==> config.mk <==
export PLATFORM = sky130hd
export DESIGN_NAME = rmsg_root
export DESIGN_NICKNAME = d
export VERILOG_FILES = /design/src/hw/rtl/rmsg_root.sv
export SDC_FILE = /design/constraint.sdc
export NUM_CORES = 1
export LEC_CHECK = 0
export BUFFER_PORTS_ARGS = -buffer_cell sky130_fd_sc_hd__buf_2
export CAP_MARGIN = 25
export CORE_MARGIN = 10
export CORE_UTILIZATION = 50
export CTS_CLUSTER_SIZE = 25
export DETAILED_ROUTE_END_ITERATION = 10
export GPL_ROUTABILITY_DRIVEN = 0
export PLACE_DENSITY_LB_ADDON = 0.3
export SYNTH_ARGS = -nofsm -noshare
export SYNTH_HDL_FRONTEND = slang
export SYNTH_SLANG_ARGS = --single-unit
==> constraint.sdc <==
create_clock -name clk -period 3.2 [get_ports clk]
set_input_delay 0.64 -clock clk [delete_from_list [all_inputs] [get_ports clk]]
set_output_delay 0.64 -clock clk [all_outputs]
set_load 0.005 [all_outputs]
==> src/hw/rtl/rmsg_root.sv <==
module rmsg_root #(
  parameter int RW = 34,
  parameter int TW = 1
) (
  input  logic                  clk,
  input  logic                  rst_n,
  input  logic                  en,
  input  logic                  in_vld,
  input  logic [RW-1:0]         rad_i,
  input  logic [TW-1:0]         tag_i,
  output logic                  out_vld,
  output logic [(RW+1)/2-1:0]   root_o,
  output logic [(RW+1)/2:0]     rem_o,
  output logic [TW-1:0]         tag_o
);

  // One root bit per stage; x holds the remaining radicand, y the partial root.
  localparam int QW = (RW + 1) / 2;
  localparam int XW = 2 * QW;

  logic          vld_r [QW];
  logic [XW-1:0] x_r   [QW];
  logic [XW-1:0] y_r   [QW];
  logic [TW-1:0] tag_r [QW];

  for (genvar k = 0; k < QW; k++) begin : g_stage
    logic          vld_in;
    logic [XW-1:0] x_in;
    logic [XW-1:0] y_in;
    logic [TW-1:0] tag_in;
    logic [XW-1:0] bitv;
    logic [XW-1:0] trial;
    logic [XW-1:0] x_nxt;
    logic [XW-1:0] y_nxt;

    if (k == 0) begin : g_first
      assign vld_in = in_vld;
      assign x_in   = XW'(rad_i);
      assign y_in   = '0;
      assign tag_in = tag_i;
    end else begin : g_next
      assign vld_in = vld_r[k-1];
      assign x_in   = x_r[k-1];
      assign y_in   = y_r[k-1];
      assign tag_in = tag_r[k-1];
    end

    always_comb begin
      bitv  = XW'(1) << (2 * (QW - 1 - k));
      trial = y_in + bitv;
      if (x_in >= trial) begin
        x_nxt = x_in - trial;
        y_nxt = (y_in >> 1) + bitv;
      end else begin
        x_nxt = x_in;
        y_nxt = y_in >> 1;
      end
    end

    always_ff @(posedge clk) begin
      if (!rst_n) begin
        vld_r[k] <= 1'b0;
      end else if (en) begin
        vld_r[k] <= vld_in;
      end
    end

    always_ff @(posedge clk) begin
      if (en) begin
        x_r[k]   <= x_nxt;
        y_r[k]   <= y_nxt;
        tag_r[k] <= tag_in;
      end
    end
  end

  assign out_vld = vld_r[QW-1];
  assign root_o  = y_r[QW-1][QW-1:0];
  assign rem_o   = x_r[QW-1][QW:0];
  assign tag_o   = tag_r[QW-1];

endmodule

==> results.toml <==
[cells_and_area]
fillCellCount = 5293
drive_gt1_share_pct = 12.5
antennaDiodeCount = 0
register_area_sq_um = 22500
multi_input_area_sq_um = 11700
synthToLayoutAreaGrowth_pct = 14.7
fin_nets = 3071
final_core_util_pct = 57.6

[routing]
drt-wirelength-per-cell_um = 17.9
via_per_inst = 5.57
vias = 21600
drt-total-wl_um = 69200
ant_nets = 0
drt_pass1_iterations = 7
drc = 0
drt_iter0_drc = 1367

[status]
outcome = "finished, final reports clean"

[power]
power.switching_mw = 7.16
clockPowerShare_pct = 35.4
p_int_mw = 19.9
seqPwrFrac_pct = 48.3
p_sw_share_pct = 26.5
p_leak_nw = 15.3
combPwrFrac_pct = 16.4
vdd_drop_max_mv = 0.495
p_per_area_nw_per_um2 = 674

[synth]
ys.flop_type = "edfxtp_1"
syn_avg_cell_area_sq_um = 13.2
async_flop_share_pct = 0
synth_top_area_share_pct = 64.1
synth.largest_area_cell = "edfxtp_1"
postSynthNetCount = 2869
ys_seq_elements = 749
syn_area_sq_um = 35000
ys_types = 79
synth_edf_count = 748
synthTopCellsByArea = "edfxtp_1 (64%), ha_1 (6.0%), xnor2_1 (3.0%)"
syn_inst = 2662
ys_seq_area_share_pct = 64.2
ys_warn_count = 0

[clock_network]
cts_tree = "done"
clkSinkCount = 749
path_clk_slew_ps = 60
clock_latency_ps = 660
cts.htree.levels = 3
numCtsBuffers = 80
cts_root_buf = "clkbuf_16"
clockBufferDepth = 3

[floorplanning]
fp.dieH_um = 285
die_w_um = 285
core-area_sq_um = 69800
start_util_pct = 50.2
dieArea_sq_um = 81100
num_io_pins = 76
fp-row-count = 97

[critical_path]
path_common_cell = "nand4_1"
crit_type = "flop to flop"
critPathTopFamily = "simple AND/OR/NAND/NOR gates"
crit_path_start_kind = "flop"
cp_max_fo = 6
max_stage_delay_ps = 470
r2r_setup_slack_ps = 120
r2r-start = "x_r[0][481]"
cp-end-kind = "flop"
reg2reg_to = "x_r[0][535]"
reg2reg_depth = 10
path_buf_inv = 1
worstPathCellList = "ha_1, nand4_1, nor3_1, nand4b_1, o2111ai_1, a31oi_2, inv_2, nand4_1, a2111oi_1, xor2_1"
worst_ep_arrival_time_ps = 3460
slowest_stage = "a2111oi_1"
crit_required_ps = 3570

[place]
io_buffer_count = 75
dp_hpwl_um = 51100
pre_cts_slack_ps = -58.5

[hold_path]
hold-path-endpoint = "x_r[0][8]"
hp-start = "rad_i[8]"
min_path_cells = 1
hold_path.class = "input pin to flop"

[timing]
hold_viol = 0
rsz0062_at_grt = "true"
max_clock_freq_ghz = 0.324
final-setup-viol-count = 0
hold_ws_ps = 147
fin_crit_ps = 3080
period_share_pct = 96.3
fin_setup_tns_ps = 0
clock_skew_ps = 70.6
slew_viol_final = 0
slew_headroom_pct = 50.4
fin_ws_ps = 118
tightest_slew_ps = 737

[flow_run]
drv_cap = 0

[global_route]
grt_pass1_vias = 22300
grt_pass1_wl_um = 111000
grt.overflow.total = 0
grt_use_total_pct = 16.8
grt_max_degree = 119
grt_antenna_before_repair = 0
power by group through the flow:
stage / combinational, mW / clock (mW) / sequential (mW)
after floorplan: 3.09 / 0 / 13.0
after global placement: 4.11 / 0 / 13.2
after detailed placement: 4.29 / 0 / 13.3
after CTS: 4.33 / 9.77 / 13.1
after global routing: 4.89 / 10.2 / 13.2
final: 4.43 / 9.57 / 13.1
state kept, by name, indices dropped and copies added, names as in the netlist:
signal	cells
y_r	153
tag_r	17
vld_r	17
x_r	562
cell type report:
cell class / count / area share [%]
repair buffers: 164 / 3.04
multi-input cells: 1652 / 29.1
well taps: 940 / 2.93
flip-flops and latches: 749 / 55.9
clock inverters: 50 / 1.79
clock buffers: 96 / 5.13
inverters: 217 / 2.03
repair_timing:
item                                   in CTS  in global routing
setup endpoints to repair                   2                 42
setup buffers                               0                  3
pin swaps                                   0                  4
endpoints found under the hold margin       0                  0
hold buffers                                0                  0
resized for setup                           2                 27
routing by layer:
metal	up-vias	routed length, um	GRT usage [%]
met3	210	2460	2.72
met5	-	0	0
met2	505	38500	33.2
met4	0	3470	9.14
met1	10400	24800	16.1
li1	10400	-	-
metrics by stage:
stage	instance area [sq um]	total power, mW	instances
after floorplan	35000	16.1	2662
after global placement	37200	17.3	3719
after detailed placement	37200	17.5	3719
after CTS	40000	27.2	3865
after global routing	40200	28.3	3868
final	40200	27.1	3868
worst reg2reg max path, cell delays in order (launching register included):
cell and delay, ps:
edfxtp_1 390, ha_1 380, nand4_1 130, nor3_1 430, nand4b_1 250, o2111ai_1 210, a31oi_2 100, inv_2 150
nand4_1 170, a2111oi_1 470, xor2_1 130
kinds of logic after synthesis:
| kind of cell | share of synthesized area [%] |
|---|---|
| AND/OR/NAND/NOR | 11.2 |
| multiplexers | 1.28 |
| XOR/XNOR | 5.75 |
| AO/OA/AOI/OAI | 8.77 |
| adder cells (fa/ha/maj) | 6.00 |
| buffers and inverters | 2.84 |
| flip-flops | 64.2 |
how the worst max path moves through the flow:
| stage | from | to | slack [ps] | depth (start not counted) |
|---|---|---|---|---|
| after floorplan | x_r[0][416] | x_r[0][451] | 310 | 10 |
| after global placement | x_r[0][480] | x_r[0][539] | 100 | 10 |
| after detailed placement | x_r[0][480] | x_r[0][539] | -60 | 10 |
| after CTS | x_r[0][417] | x_r[0][469] | 20 | 9 |
| after global routing | x_r[0][480] | x_r[0][535] | -60 | 10 |
| final | x_r[0][481] | x_r[0][535] | 120 | 10 |
cell usage in the layout (no fill, tap or decap), drive strengths merged, types with 12 or more instances in the layout:
master and n:
o21a 46, nor4b 17, nand4 39, and3 28, nor2 155, inv 218
a21o 56, nand3b 12, edfxtp 748, nor2b 28, clkinv 31, xor2 111
mux2 32, bufinv 12, clkbuf 96, or3 22, nand2b 41, nand2 127
or2 13, o21ai 136, o31ai 20, nor3 74, buf 164, nand3 33
or4 23, a31oi 17, ha 168, a21oi 125, xnor2 119, nand4b 13
nor4 79, a211oi 16
synth_stat cells (all sizes together), types with 35 or more instances:
cell type and number:
xnor2 119, edfxtp 748, o21a 46, inv 217, nor3 74, a21o 56
ha 168, clkbuf 35, nand4 39, xor2 111, nand2 127, o21ai 136
a21oi 125, nor4 79, nor2 155, nand2b 41
Power figures use the tool's default switching activity.
