**src/hw/rtl/rmsg_pkg.sv**
```systemverilog
package rmsg_pkg;

  // Default field widths.
  localparam int MOMENTUM_BITS_DEF = 16;
  localparam int RESULT_BITS_DEF   = 18;

  // Width of one digit of the multiplier operand handled per pipeline stage.
  localparam int MUL_DIGIT = 16;

  // Result status codes.
  localparam int STAT_W = 2;
  localparam logic [STAT_W-1:0] ST_OK        = 2'd0;
  localparam logic [STAT_W-1:0] ST_ZERO_PT   = 2'd1;
  localparam logic [STAT_W-1:0] ST_NEG_RAD   = 2'd2;
  localparam logic [STAT_W-1:0] ST_GAMMA_SAT = 2'd3;

endpackage

```
**src/hw/rtl/rmsg_mulp.sv**
```systemverilog
module rmsg_mulp #(
  parameter int AW = 16,
  parameter int BW = 16,
  parameter int TW = 1
) (
  input  logic             clk,
  input  logic             rst_n,
  input  logic             en,
  input  logic             in_vld,
  input  logic [AW-1:0]    a_i,
  input  logic [BW-1:0]    b_i,
  input  logic [TW-1:0]    tag_i,
  output logic             out_vld,
  output logic [AW+BW-1:0] p_o,
  output logic [TW-1:0]    tag_o
);
  import rmsg_pkg::*;

  // One digit of b is multiplied into the running sum per stage.
  localparam int NC  = (BW + MUL_DIGIT - 1) / MUL_DIGIT;
  localparam int BXW = NC * MUL_DIGIT;
  localparam int PW  = AW + BW;

  logic            vld_r [NC];
  logic [AW-1:0]   a_r   [NC];
  logic [BXW-1:0]  b_r   [NC];
  logic [PW-1:0]   acc_r [NC];
  logic [TW-1:0]   tag_r [NC];

  for (genvar k = 0; k < NC; k++) begin : g_stage
    logic                  vld_in;
    logic [AW-1:0]         a_in;
    logic [BXW-1:0]        b_in;
    logic [PW-1:0]         acc_in;
    logic [TW-1:0]         tag_in;
    logic [AW+MUL_DIGIT-1:0] pp;
    logic [PW-1:0]         acc_nxt;

    if (k == 0) begin : g_first
      assign vld_in = in_vld;
      assign a_in   = a_i;
      assign b_in   = BXW'(b_i);
      assign acc_in = '0;
      assign tag_in = tag_i;
    end else begin : g_next
      assign vld_in = vld_r[k-1];
      assign a_in   = a_r[k-1];
      assign b_in   = b_r[k-1];
      assign acc_in = acc_r[k-1];
      assign tag_in = tag_r[k-1];
    end

    always_comb begin
      pp      = a_in * b_in[k*MUL_DIGIT +: MUL_DIGIT];
      acc_nxt = acc_in + (PW'(pp) << (k * MUL_DIGIT));
    end

    always_ff @(posedge clk) begin
      if (!rst_n) begin
        vld_r[k] <= 1'b0;
      end else if (en) begin
        vld_r[k] <= vld_in;
      end
    end

    always_ff @(posedge clk) begin
      if (en) begin
        a_r[k]   <= a_in;
        b_r[k]   <= b_in;
        acc_r[k] <= acc_nxt;
        tag_r[k] <= tag_in;
      end
    end
  end

  assign out_vld = vld_r[NC-1];
  assign p_o     = acc_r[NC-1];
  assign tag_o   = tag_r[NC-1];

endmodule

```
**config.mk**
```make
export PLATFORM = sky130hd
export DESIGN_NAME = rmsg_mulp
export DESIGN_NICKNAME = d
export VERILOG_FILES = /design/src/hw/rtl/rmsg_pkg.sv /design/src/hw/rtl/rmsg_mulp.sv
export SDC_FILE = /design/constraint.sdc
export NUM_CORES = 1
export LEC_CHECK = 0
export BUFFER_PORTS_ARGS = -buffer_cell sky130_fd_sc_hd__buf_2
export CAP_MARGIN = 5
export CORE_AREA = 2 2 125 127
export CTS_CLUSTER_DIAMETER = 40
export CTS_CLUSTER_SIZE = 20
export DETAILED_ROUTE_END_ITERATION = 6
export DIE_AREA = 0 0 127 129
export PLACE_DENSITY = 0.84
export SLEW_MARGIN = 0
export SYNTH_ARGS = -nofsm -noshare
export SYNTH_HDL_FRONTEND = slang
export SYNTH_SLANG_ARGS = --single-unit
```
**constraint.sdc**
```tcl
create_clock -name clk -period 10.05 [get_ports clk]
set_clock_uncertainty 0.15 [all_clocks]
set_input_delay 0.5025 -clock clk [delete_from_list [all_inputs] [get_ports clk]]
set_output_delay 0.5025 -clock clk [all_outputs]
set_load 0.05 [all_outputs]
```
==> run summary, run 1 <==
Final Hold Viols = 0
Inserted Clock Buffers = 5
share of post-route cells with drive strength above 1 = 8.286%
worst slew pin tran = 0.7888 ns
Final Wtd Congestion = 0.8710
vias in the first global route = 7678
post-synth net total = 1355
Critical Path RT = 9.93 ns
commonest non-fill, non-tap cell in the layout = inv_1
outcome = finished, final reports clean
final worst-path cycle share = 61.49%
Max Freq = 161.8 MHz
vias = 7090
Layout area overhead = 6.063%
fillers = 1161
Max clock buf depth = 2
RSZ-0062 raised after global routing = false
grt met2 use = 51.83%
Post-Route Setup TNS = 0 ns
Die Span Y = 129 um
I/O Buffers = 70
final instance area = 10200 um2
Relative slew margins = 47.42%
Rows = 45
Reg area = 1021 um2
Startpoint Class = primary input
# hold bufs at CTS = 0
antenna violations before repair = 0
Worst Hold Class = primary input to flip-flop
drc violations = 0
post-synthesis cell count = 1020
gr ovfl total = 0
gr busiest metal = met2
Top cell by count, worst path = fa_1
first-pass GRT wire length = 35.58 mm
Yosys warning count = 0
largest net degree at the start of global routing = 36
met3 Usage GRT = 4.075%
PostCTS Resize Cnt = 0
1st-iter DRT viols = 374
Worst Path Buf+Inv = 6
post-layout min period = 6.180 ns
Via-to-Cell Ratio = 5.672
M1 GR Usage = 33.25%
DP HPWL = 16.74 mm
sequential share of the synthesized area = 10.62%
Avg Synthesized Cell Area = 9.428 um2
Ant. Diodes = 0
Antenna Violating Nets Remaining = 0
Die Footprint = 16380 um2
critical path's slowest cell = fa_1
clock-pin slew on the worst setup and hold paths = 0.05 ns
Crit path largest cell delay = 0.53 ns
final setup violation count = 0
worst-path cell chain = buf_2 > nand2_1 > fa_1 > inv_1 > fa_1 > inv_1 > fa_1 > inv_1 > fa_1 > fa_1 > inv_1 > fa_1 > inv_1 > ha_1 > nand3_1 > nor4_2 > a211oi_2 > o21ai_1 > a21o_1 > nand2b_1 > a21oi_1 > xnor2_1
Worst Setup End Kind = flip-flop
Core ar. = 14980 um2
Routed WL = 21.08 mm
most frequent cells in the layout = inv_1, fa_1, nand2_1
Synth Register Bits = 34
Die X = 127 um
WL/cell = 16.86 um
multi-input logic area = 7615 um2
Yosys cell types = 44
nets@finish = 1396
Worst Path Max Fanout = 16
WHS = 0.2485 ns
clk sink count = 34
root buf cell = clkbuf_16
Boundary Pins = 71
H-tree depth = 2
top cell family by delay on the critical path = adder cells
Worst Path Arrival = 6.06 ns
All-Layer GR Usage = 27.69%
DP Area = 10060 um2
Final Max Slew Viols = 0
mapped cell area = 9617 um2
Starting Density = 64.21%
post-CTS setup buffers = 0
WS Path Type = primary input to flip-flop
Max Cap Viol = 0
TritonCTS clock tree = done
drt first pass iters = 5
area by class of cell:
cell class                      instances  area share (%)
Multi-Input combinational cell        726           74.66
Sequential cell                        34           10.01
Inverter                              224           8.243
Timing Repair Buffer                   70           3.435
Tap cell                              188           2.306
Clock buffer                            6           1.263
Clock inverter                          2         0.08587
cell families after synthesis:
family,synth area share [%]
DFF,10.62
and+or+nand+nor,16.42
xor gates and xnor gates,2.550
buffers and inverters,10.20
AOI/OAI and AO/OA,6.297
adders and majority gates,53.92
cells in the mapped netlist (all sizes together):
cell / instances / share of area (%)
a211o: 2 / 0.18
a211oi: 4 / 0.36
a21bo: 1 / 0.10
a21boi: 1 / 0.078
a21o: 20 / 1.6
a21oi: 26 / 1.4
a221oi: 2 / 0.25
a311o: 1 / 0.10
a31oi: 3 / 0.26
a41oi: 1 / 0.17
and2: 124 / 8.1
and3: 4 / 0.26
buf: 4 / 0.21
clkbuf: 32 / 1.2
edfxtp: 34 / 11
fa: 194 / 40
ha: 104 / 14
inv: 224 / 8.7
nand2: 143 / 5.6
nand2b: 4 / 0.26
nand3: 7 / 0.42
nand4: 3 / 0.20
nor2: 18 / 0.70
nor2b: 2 / 0.13
nor3: 6 / 0.31
nor3b: 1 / 0.078
nor4: 3 / 0.42
o2111ai: 1 / 0.16
o211ai: 4 / 0.46
o21a: 4 / 0.31
o21ai: 12 / 0.70
o21bai: 2 / 0.16
o41ai: 1 / 0.091
xnor2: 17 / 1.5
xor2: 11 / 1.0
flip-flops by register name, indices dropped and copies added (netlist names):
| register | flops |
|---|---|
| vld_r | 1 |
| tag_r | 1 |
| acc_r | 32 |
layer usage:
layer / vias up / wire, um
met5: - / 0
met4: 0 / 574
met3: 52 / 1131
met2: 233 / 11360
met1: 3631 / 8005
li1: 3174 / -
path summary, 6_finish.rpt:
kind / to / from / cells after the start / slack, ns
setup / recovery: acc_r[0][31] / a_i[6] / 22 / 3.87
hold / removal: tag_r[0] / tag_i / 1 / 0.25
metrics by stage:
step	cells	util, %	setup slack [ns]
floorplan	1020	-	4.065
global route	1250	68.10	3.540
global placement	1242	67.18	3.673
CTS	1250	68.10	3.895
detailed placement	1242	67.18	3.629
finish	1250	68.10	3.870
Power of run 1 is not shown: default switching activity piles up to over one toggle a cycle in this logic, so the estimate is an artifact.
==> inputs of run 2 (changes only) <==
Settings changed: CORE_AREA 2 2 125 127 to 2 2 132 134, DIE_AREA 0 0 127 129 to 0 0 134 136, PLACE_DENSITY 0.84 to 0.8.
Clock period 10.05 ns to 5.25 ns, I/O delays scaled along.
==> run 2 against run 1 <==
Compared with the run above: the run now ends with setup timing left; first-iteration DRC count decreased by 0.80%; critical path depth fell by 1; sequential share of layout area down 1.4 points; cell count rose by 14%; routed wire length rose by 9.5%; critical endpoint is now acc_r[0][30].
==> run summary, run 2 (synthesized netlist as in run 1, its figures left out) <==
Worst Path Arrival = 5.32 ns (-0.74 ns)
H-tree depth = 2 (unchanged)
Starting Density = 56.98% (-7.2 points)
Via-to-Cell Ratio = 5.301 (-6.5%)
most frequent cells in the layout = inv_1, fa_1, nand2_1
Critical Path RT = 5.12 ns (-4.81 ns)
DP HPWL = 19.24 mm (+15%)
1st-iter DRT viols = 371 (-0.80%)
Max Cap Viol = 0 (unchanged)
Max Freq = 183.5 MHz
Util after Layout = 70.40% (+2.3 points)
Rows = 48 (+6.7%)
antenna violations before repair = 0 (unchanged)
Boundary Pins = 71 (unchanged)
Core ar. = 16880 um2 (+13%)
Max clock buf depth = 2 (unchanged)
worst-path cell chain = buf_12 > and2_4 > fa_1 > inv_2 > fa_2 > fa_1 > fa_1 > inv_1 > fa_1 > inv_1 > fa_1 > inv_2 > ha_4 > and3_4 > a21bo_4 > o211ai_4 > o21ai_2 > a41oi_2 > o2111ai_2 > a31oi_2 > xor2_1
TritonCTS clock tree = done
fillers = 1205 (+3.8%)
Antenna Violating Nets Remaining = 0 (unchanged)
vias in the first global route = 8279 (+7.8%)
WL/cell = 16.25 um (-3.6%)
failing checks = setup timing
Post-Route Setup TNS = -0.7465 ns (-0.7465 ns)
final setup violation count = 10 (+10)
post-layout min period = 5.450 ns
WS Path Type = primary input to flip-flop
drt first pass iters = 5 (unchanged)
Worst Path Max Fanout = 6 (-10)
largest net degree at the start of global routing = 36 (unchanged)
vias = 7527 (+6.2%)
RSZ-0062 raised after global routing = true
I/O Buffers = 70 (unchanged)
Top cell by count, worst path = fa_1
Ant. Diodes = 0 (unchanged)
commonest non-fill, non-tap cell in the layout = inv_1
clk sink count = 34 (unchanged)
clock-pin slew on the worst setup and hold paths = 0.05 ns (about the same)
max reg flops = 32 (unchanged)
share of post-route cells with drive strength above 1 = 24.69% (+16 points)
nets@finish = 1529 (+9.5%)
Final Hold Viols = 0 (unchanged)
Final Wtd Congestion = 0.9460 (+8.6%)
final worst-path cycle share = 103.8%
# hold bufs at CTS = 0 (unchanged)
Worst Hold Class = primary input to flip-flop
root buf cell = clkbuf_16
Crit path largest cell delay = 0.54 ns (about the same)
Layout area overhead = 23.55%
final worst slack = -0.2002 ns (-4.070 ns)
Largest regs = acc_r (32), tag_r (1), vld_r (1)
Relative slew margins = 49.13% (+1.7 points)
All-Layer GR Usage = 26.62% (-1.1 points)
Die X = 134 um (+5.5%)
Routed WL = 23.07 mm (+9.5%)
Die Span Y = 136 um (+5.4%)
critical path's slowest cell = fa_1
Largest Register = acc_r
Worst Setup End Kind = flip-flop
gr ovfl total = 0 (unchanged)
Startpoint Class = primary input
worst slew pin tran = 0.7631 ns (-0.02571 ns)
Inserted Clock Buffers = 5 (unchanged)
Final Max Slew Viols = 0 (unchanged)
drc violations = 0 (unchanged)
first-pass GRT wire length = 38.32 mm (+7.7%)
outcome = finished, violations left
Die Footprint = 18220 um2 (+11%)
==> run 2: cell type report <==
cell class                 instances  area [um2]  share of cell area [%]
multi-input combinational        726        7999                   67.32
sequential                        34        1021                   8.593
clock buffer                       6       128.9                   1.085
inverter                         224       840.8                   7.077
timing repair buffer             203        1602                   13.48
clock inverter                     2       8.758                 0.07372
tap                              225       281.5                   2.369
==> run 2: timing repair <==
item | CTS | global route
gates cloned | 0 | 1
pin swaps | 34 | 49
buffers inserted | 3 | 6
gates resized for setup | 66 | 66
endpoints found under the setup margin | 14 | 16
endpoints found under the hold margin | 0 | 0
==> run 2: worst paths after layout <==
kind | to | cells after the start | slack [ns] | start
worst max-delay path | acc_r[0][30] | 21 | -0.20 | a_i[7]
worst min-delay path | tag_r[0] | 1 | 0.008 | tag_i
==> run 2: worst max-delay path: cells and delay by family <==
family	cells	cell delay, ns
buf+inv	5	0.30
simple gates	2	0.33
compound gates	6	1.06
xor+xnor	1	0.09
fa+ha+maj	7	3.26
==> run 2: per-stage QoR <==
stage                     area, um2  setup slack (ns)  hold WS [ns]  cells
after floorplan                9779           -0.2932        0.2114   1020
after detailed placement      11150           -0.6433        0.2912   1402
after CTS                     11570           -0.2241      0.005344   1413
after global routing          11880           -0.3252      0.007749   1420
after global placement        11150           -0.5454        0.2890   1402
final                         11880           -0.2002      0.008029   1420
==> run 2: layer usage <==
metal | vias up | part of all wire [%] | track usage (%)
met5 | - | 0 | 0
met4 | 0 | 3.5 | 8.156
met3 | 63 | 4.5 | 3.505
met2 | 237 | 55 | 50.74
met1 | 3784 | 37 | 31.12
li1 | 3443 | - | -
Power of run 2 is left out for the same reason.
